## src/rtl/huff_pkg.sv

```systemverilog
// Package for the Huffman code builder: sizes, status codes, datapath
// operation codes and the command and status structs that join the controller and datapath.
// It depends on nothing.
`timescale 1ns / 1ps

package huff_pkg;

    localparam int MAX_SYMBOLS  = 64;
    localparam int MAX_CODE_LEN = 32;
    localparam int WEIGHT_BITS  = 24;

    localparam int SYM_W   = 8;
    localparam int WIN_W   = 24;
    localparam int IDX_W   = $clog2(MAX_SYMBOLS);
    localparam int CNT_W   = IDX_W + 1;
    localparam int SUM_W   = WEIGHT_BITS + IDX_W;
    localparam int CODE_W  = 32;
    localparam int LEN_W   = 6;
    localparam int ST_W    = 2;
    localparam int ENTRY_W = CODE_W + LEN_W;

    localparam logic [ST_W-1:0] ST_OK       = 2'd0;
    localparam logic [ST_W-1:0] ST_LONG     = 2'd1;
    localparam logic [ST_W-1:0] ST_UNSORTED = 2'd2;
    localparam logic [ST_W-1:0] ST_TOO_MANY = 2'd3;

    // Operation that the datapath carries out in the current cycle.
    typedef enum logic [4:0] {
        OP_IDLE,
        OP_LOAD,
        OP_START,
        OP_M_RD1,
        OP_M_RD2,
        OP_M_SUM,
        OP_M_CMP,
        OP_M_INS,
        OP_E_INIT,
        OP_E_RDP,
        OP_E_RDC,
        OP_E_GETS,
        OP_E_SHIFT,
        OP_E_W1,
        OP_E_W2,
        OP_O_RD,
        OP_O_LD,
        OP_O_WAIT,
        OP_O_NEXT
    } t_op;

    typedef struct packed {
        t_op op;
    } t_cmd;

    // Conditions that the datapath reports back to the controller.
    typedef struct packed {
        logic in_last;
        logic err;
        logic single;
        logic two;
        logic cmp_le;
        logic i_one;
        logic m_two;
        logic m_final;
        logic shift_first;
        logic shift_more;
        logic eot;
    } t_stat;

endpackage

```

## src/rtl/huff_ctrl.sv

```systemverilog
// Controller of the Huffman code builder: sequences load, merge, expansion and output.
// Depends on huff_pkg.
`timescale 1ns / 1ps

module huff_ctrl
    import huff_pkg::*;
(
    input  logic  i_clk,
    input  logic  i_rst_n,
    input  logic  i_in_valid,
    output logic  o_in_ready,
    output logic  o_out_valid,
    input  logic  i_out_ready,
    input  t_stat i_stat,
    output t_cmd  o_cmd
);

    localparam logic [4:0] S_IDLE    = 5'd0;
    localparam logic [4:0] S_START   = 5'd1;
    localparam logic [4:0] S_M_RD1   = 5'd2;
    localparam logic [4:0] S_M_RD2   = 5'd3;
    localparam logic [4:0] S_M_SUM   = 5'd4;
    localparam logic [4:0] S_M_CMP   = 5'd5;
    localparam logic [4:0] S_M_INS   = 5'd6;
    localparam logic [4:0] S_E_INIT  = 5'd7;
    localparam logic [4:0] S_E_RDP   = 5'd8;
    localparam logic [4:0] S_E_RDC   = 5'd9;
    localparam logic [4:0] S_E_GETS  = 5'd10;
    localparam logic [4:0] S_E_SHIFT = 5'd11;
    localparam logic [4:0] S_E_W1    = 5'd12;
    localparam logic [4:0] S_E_W2    = 5'd13;
    localparam logic [4:0] S_O_RD    = 5'd14;
    localparam logic [4:0] S_O_LD    = 5'd15;
    localparam logic [4:0] S_O_WAIT  = 5'd16;

    logic [4:0] r_state;
    logic [4:0] n_state;
    logic       in_fire;
    logic       out_fire;

    assign o_in_ready  = (r_state == S_IDLE);
    assign o_out_valid = (r_state == S_O_WAIT);
    assign in_fire     = i_in_valid && o_in_ready;
    assign out_fire    = o_out_valid && i_out_ready;

    // Next state and datapath operation.
    always_comb begin
        n_state  = r_state;
        o_cmd.op = OP_IDLE;
        unique case (r_state)
            S_IDLE: begin
                if (in_fire) begin
                    o_cmd.op = OP_LOAD;
                    if (i_stat.in_last) begin
                        n_state = S_START;
                    end
                end
            end
            S_START: begin
                o_cmd.op = OP_START;
                // Two symbols need no merge and go straight to the base codes.
                if (i_stat.err || i_stat.single) begin
                    n_state = S_O_RD;
                end else if (i_stat.two) begin
                    n_state = S_E_INIT;
                end else begin
                    n_state = S_M_RD1;
                end
            end
            S_M_RD1: begin
                o_cmd.op = OP_M_RD1;
                n_state  = S_M_RD2;
            end
            S_M_RD2: begin
                o_cmd.op = OP_M_RD2;
                n_state  = S_M_SUM;
            end
            S_M_SUM: begin
                o_cmd.op = OP_M_SUM;
                n_state  = S_M_CMP;
            end
            S_M_CMP: begin
                o_cmd.op = OP_M_CMP;
                if (!i_stat.cmp_le || i_stat.i_one) begin
                    n_state = S_M_INS;
                end
            end
            S_M_INS: begin
                o_cmd.op = OP_M_INS;
                n_state  = i_stat.m_two ? S_E_INIT : S_M_RD1;
            end
            S_E_INIT: begin
                o_cmd.op = OP_E_INIT;
                n_state  = i_stat.two ? S_O_RD : S_E_RDP;
            end
            S_E_RDP: begin
                o_cmd.op = OP_E_RDP;
                n_state  = S_E_RDC;
            end
            S_E_RDC: begin
                o_cmd.op = OP_E_RDC;
                n_state  = S_E_GETS;
            end
            S_E_GETS: begin
                o_cmd.op = OP_E_GETS;
                n_state  = i_stat.shift_first ? S_E_SHIFT : S_E_W1;
            end
            S_E_SHIFT: begin
                o_cmd.op = OP_E_SHIFT;
                n_state  = i_stat.shift_more ? S_E_SHIFT : S_E_W1;
            end
            S_E_W1: begin
                o_cmd.op = OP_E_W1;
                n_state  = S_E_W2;
            end
            S_E_W2: begin
                o_cmd.op = OP_E_W2;
                n_state  = i_stat.m_final ? S_O_RD : S_E_RDP;
            end
            S_O_RD: begin
                o_cmd.op = OP_O_RD;
                n_state  = S_O_LD;
            end
            S_O_LD: begin
                o_cmd.op = OP_O_LD;
                n_state  = S_O_WAIT;
            end
            S_O_WAIT: begin
                if (out_fire) begin
                    o_cmd.op = OP_O_NEXT;
                    n_state  = i_stat.eot ? S_IDLE : S_O_RD;
                end else begin
                    o_cmd.op = OP_O_WAIT;
                end
            end
            default: begin
                n_state = S_IDLE;
            end
        endcase
    end

    // State register.
    always_ff @(posedge i_clk) begin
        if (!i_rst_n) begin
            r_state <= S_IDLE;
        end else begin
            r_state <= n_state;
        end
    end

endmodule

```

## config.mk

```make
export PLATFORM = sky130hd
export DESIGN_NAME = huff_ctrl
export DESIGN_NICKNAME = d
export VERILOG_FILES = /design/src/rtl/huff_pkg.sv /design/src/rtl/huff_ctrl.sv
export SDC_FILE = /design/constraint.sdc
export NUM_CORES = 1
export LEC_CHECK = 0
export ABC_AREA = 1
export BUFFER_PORTS_ARGS = -buffer_cell sky130_fd_sc_hd__buf_2
export CORE_AREA = 2 2 39 41
export CTS_CLUSTER_SIZE = 24
export DETAILED_ROUTE_END_ITERATION = 16
export DIE_AREA = 0 0 41 43
export HOLD_SLACK_MARGIN = 0.08
export MAX_ROUTING_LAYER = met4
export PLACE_DENSITY = 0.76
export SLEW_MARGIN = 20
export SYNTH_ARGS = -nofsm -noshare
export SYNTH_HDL_FRONTEND = slang
export SYNTH_SLANG_ARGS = --single-unit
export TNS_END_PERCENT = 30
```

## constraint.sdc

```tcl
create_clock -name i_clk -period 2.05 [get_ports i_clk]
set_input_delay 0.3075 -clock i_clk [delete_from_list [all_inputs] [get_ports i_clk]]
set_output_delay 0.3075 -clock i_clk [all_outputs]
set_load 0.03 [all_outputs]
```

==> Word-level counts from Yosys, hierarchy flattened <==
Cells that the tools add are included.
{ "totals": {"out_inout_bits": 7, "reg_bits": 5, "word_cells": 44, "input_bits": 15} }
{ "op_classes": {"reduce_logical": 7, "eq_ne": 20, "muxes": 16} }
{ "op_table": {"columns": ["operator", "count"], "rows": [
  ["5-bit case mux with 17 select lines", 2],
  ["5-bit by 4-bit == test with 1-bit output (second input constant)", 8],
  ["5-bit by 3-bit == test with 1-bit output (second input constant)", 4],
  ["5-bit two-way mux", 4],
  ["3-bit two-way mux", 6],
  ["5-bit by 2-bit == test with 1-bit output (second input constant)", 2],
  ["4-bit two-way mux", 2],
  ["2-bit by 1-bit != test with 1-bit output (second input constant)", 3],
  ["5-bit by 1-bit == test with 1-bit output (second input constant)", 1],
  ["5-bit == test (second input constant)", 1],
  ["5-bit logical NOT", 1],
  ["4-bit AND reduction", 1],
  ["1-bit logical AND", 2],
  ["1-bit logical OR", 2],
  ["2-bit two-way mux", 1],
  ["2-bit != test (second input constant)", 1],
  ["1-bit logical NOT", 1],
  ["1-bit two-way mux", 1]
]} }

==> Longest topological paths before layout <==
{ "logic_depth": {"word_depth": 4, "ltp_mapped": 10, "ltp_nobuf": 10} }

==> Worst setup path before layout <==
OpenSTA, ideal clock, no wires.
{ "synth_path": {"kind": "register to output", "start": "register r_state[2]", "end": "output port o_cmd[0] in the netlist's numbering", "slack_ns": 0.255, "n_path_buf": 0, "required_time_ns": 1.742, "path_stages_with_launch": 6, "arrival_ns": 1.487, "cell_sequence": "dfxtp_1 > nor2_4 > inv_2 > nor3_2 > a21oi_1 > nand4_1"} }
{ "synth_lines": {"columns": ["item", "line", "text"], "rows": [
  ["from (decl)", "huff_ctrl.sv:36", "logic [4:0] r_state;"],
  ["from (signal assigned)", "huff_ctrl.sv:147", "r_state <= n_state;"],
  ["to (decl)", "huff_ctrl.sv:15", "output t_cmd o_cmd"]
]} }

==> out/metrics.yaml <==
outcome: "finished, final reports clean"
clk_latency_ps: 240
die_x_um: 41
cts_repair_resize_count: 0
finClkSkew_ps: 0.841
path_clk_slew_ps: 40
pin_count: 22
hp-class: "in -> reg"
finalHoldViolCount: 0
r2r-start: "r_state[0]$_SDFFE_PN0P_"
largest_reg_flops: 5
critPathArrivalTime_ps: 1610
hold_start: "i_stat[5]"
vias_per_cell: 5.44
synth_most_common_cell: "nand2_1"
hpwl_um: 1470
avgSynthCellArea_um2: 5.64
fin_nets: 153
layout_min_cycle_time_ps: 1920
die_h_um: 43
post-cts-setup-buffers: 0
dp.cells: 149
pre_cts_ws_ps: 392
synth_seq_cells: 5
drv_slew: 0
cts_root_buffer: "clkbuf_4"
ys.warnings.count: 0
p_comb_frac: 0.705
min_path_cells: 4
synth-edff-count: 0
grt_pass1_wl_um: 2930
clock-sinks: 5
drc: 0
postCtsHoldBufs: 0
finalCritPeriodShare: 0.938
cts_tree: "yes"
synthArstFlopShare: 0
rr_worst_depth: 7
portBuffers: 21
met3_usage: 0.0209
synthTopCellsByCount: "nand2_1, nand3_1, nor2_1"
rows: 14
cts_buffer_depth: 2
max_stage_delay_ps: 440
relSlewSlack: 0.772
critPathKind: "reg -> out"
yosys.area.top_type: "nand2_1"
switching_share: 0.578
syn-cell-area_um2: 637
met2_usage: 0.391
yosys-top-cells-area: "nand2_1, dfxtp_1, nand3_1, nor2_1, inv_1"
grt.busiest_layer: "met2"
synth.top_cell.area_share: 0.171
power.share.clock: 0.115
finalSetupViolCount: 0
place_congestion: 0.978
start_kind: "flop"
p_leak_nw: 0.432
top_register: "r_state"
stdcell_count: 153
via_count: 833
htreeDepth: 1
seq_area_frac_synth: 0.157
grt_overflow_total: 0
synth_ff_type: "dfxtp_1"
worst_path_max_delay_cell: "dfxtp_1"
required_ps: 1740
final_layout_size_suffix_gt1_frac: 0.307
power_density_nw_per_um2: 1230
finalWorstSetupSlack_ps: 128
crit-reg2reg-capture: "r_state[2]$_SDFFE_PN0P_"
p_sw_mw: 0.553
diodes: 0
area_growth_pct: 22.0
path_cells: "inv_1 -> nand2_1 -> nor2_1 -> nand2_1 -> nand2_1 -> a211oi_1 -> nand4_1 -> buf_2"
design.die.area_um2: 1760
grt_pass1_vias: 741
routed_wl_um: 1780
final_antenna_net_count: 0
reg2reg_setup_slack_ps: 570
worst_pin_slew_ps: 341
synth_cell_types: 23
grtUsageMet1: 0.306
antenna_found_initial: 0
peakVddDrop_uv: 665
maxCapViolCount: 0
power_mw: 0.956
rsz0062_at_grt: "false"
p_int_mw: 0.403
syn_inst: 113
path_max_fanout: 6
initial_core_util: 0.460
finish.utilization: 0.561
fmax_ghz: 0.520
cpMostUsedCell: "nand2_1"
core_um2: 1380
synth_nets: 128
hold_end: "r_state[0]$_SDFFE_PN0P_"
top_regs: "r_state x5"
drtIter0Drc: 61
wire_per_inst_um: 11.6
p_seq_frac: 0.181
cts-buffers-inserted: 3
fin_setup_tns_ps: 0
cp-end-kind: "primary output"
grt_usage: 0.247
drt_pass1_iterations: 4
grt_max_degree: 9
[per-stage QoR]
stage	hold slack [ps]	area, um2
2_1_floorplan	498	637
3_3_place_gp	606	751
3_5_place_dp	611	751
4_1_cts	358	777
5_1_grt	372	777
6_report	364	777
[cell usage in the layout (no fill, tap or decap), drive strengths merged]
master  Yosys  layout
a211oi      1       1
a21oi       6       6
a22oi       1       1
buf         1      21
clkbuf      0       4
clkinv      1       1
dfxtp       5       5
inv        18      18
nand2      29      29
nand3      14      14
nand3b      1       1
nand4       5       5
nor2       21      21
nor3        3       3
o211a       1       1
o21ai       3       3
o22ai       1       1
o31ai       1       1
or2         1       1
[logic make-up (layout without fill, tap and decap cells)]
family	after synthesis	in the layout	share of synthesized area
and+or+nand+nor	74	74	0.570
buffers and inverters	20	44	0.130
AOI/OAI and AO/OA	14	14	0.143
DFF	5	5	0.157
[layout make-up]
cell class	instances	area, um2
Fill cell	144	607
Multi-Input combinational cell	88	454
Timing Repair Buffer	21	105
Sequential cell	5	100
Inverter	19	71.3
Clock buffer	4	26.3
Tap cell	16	20.0
[routing by layer]
| layer | part of all wire | vias up |
|---|---|---|
| li1 | - | 418 |
| met1 | 0.40 | 366 |
| met4 | 0.0079 | 0 |
| met2 | 0.50 | 47 |
| met5 | 0 | - |
| met3 | 0.087 | 2 |
[critical path, delay by kind of cell (launching register included)]
family	cells	cell delay, ps
AOI/OAI and AO/OA	1	170
buffers and inverters	2	300
DFF	1	440
and+or+nand+nor	5	470
[power groups by stage]
| stage | Clock, mW | Sequential, mW | Combinational, mW |
|---|---|---|---|
| detailed placement | 0 | 0.172 | 0.666 |
| finish | 0.110 | 0.173 | 0.673 |
| global route | 0.123 | 0.177 | 0.729 |
| floorplan | 0 | 0.162 | 0.504 |
| global placement | 0 | 0.172 | 0.669 |
| CTS | 0.115 | 0.170 | 0.670 |
[how the worst max path moves through the flow]
stage	from	to	cells past startpoint
2_1_floorplan	r_state[2]$_SDFFE_PN0P_	o_cmd[0]	5
3_3_place_gp	r_state[4]$_SDFFE_PN0P_	o_cmd[2]	6
3_5_place_dp	r_state[4]$_SDFFE_PN0P_	o_cmd[2]	6
4_1_cts	r_state[4]$_SDFFE_PN0P_	o_cmd[2]	6
5_1_grt	r_state[0]$_SDFFE_PN0P_	o_cmd[2]	8
6_report	r_state[0]$_SDFFE_PN0P_	o_cmd[2]	8
No activity file was read; power rests on OpenSTA's default activity.
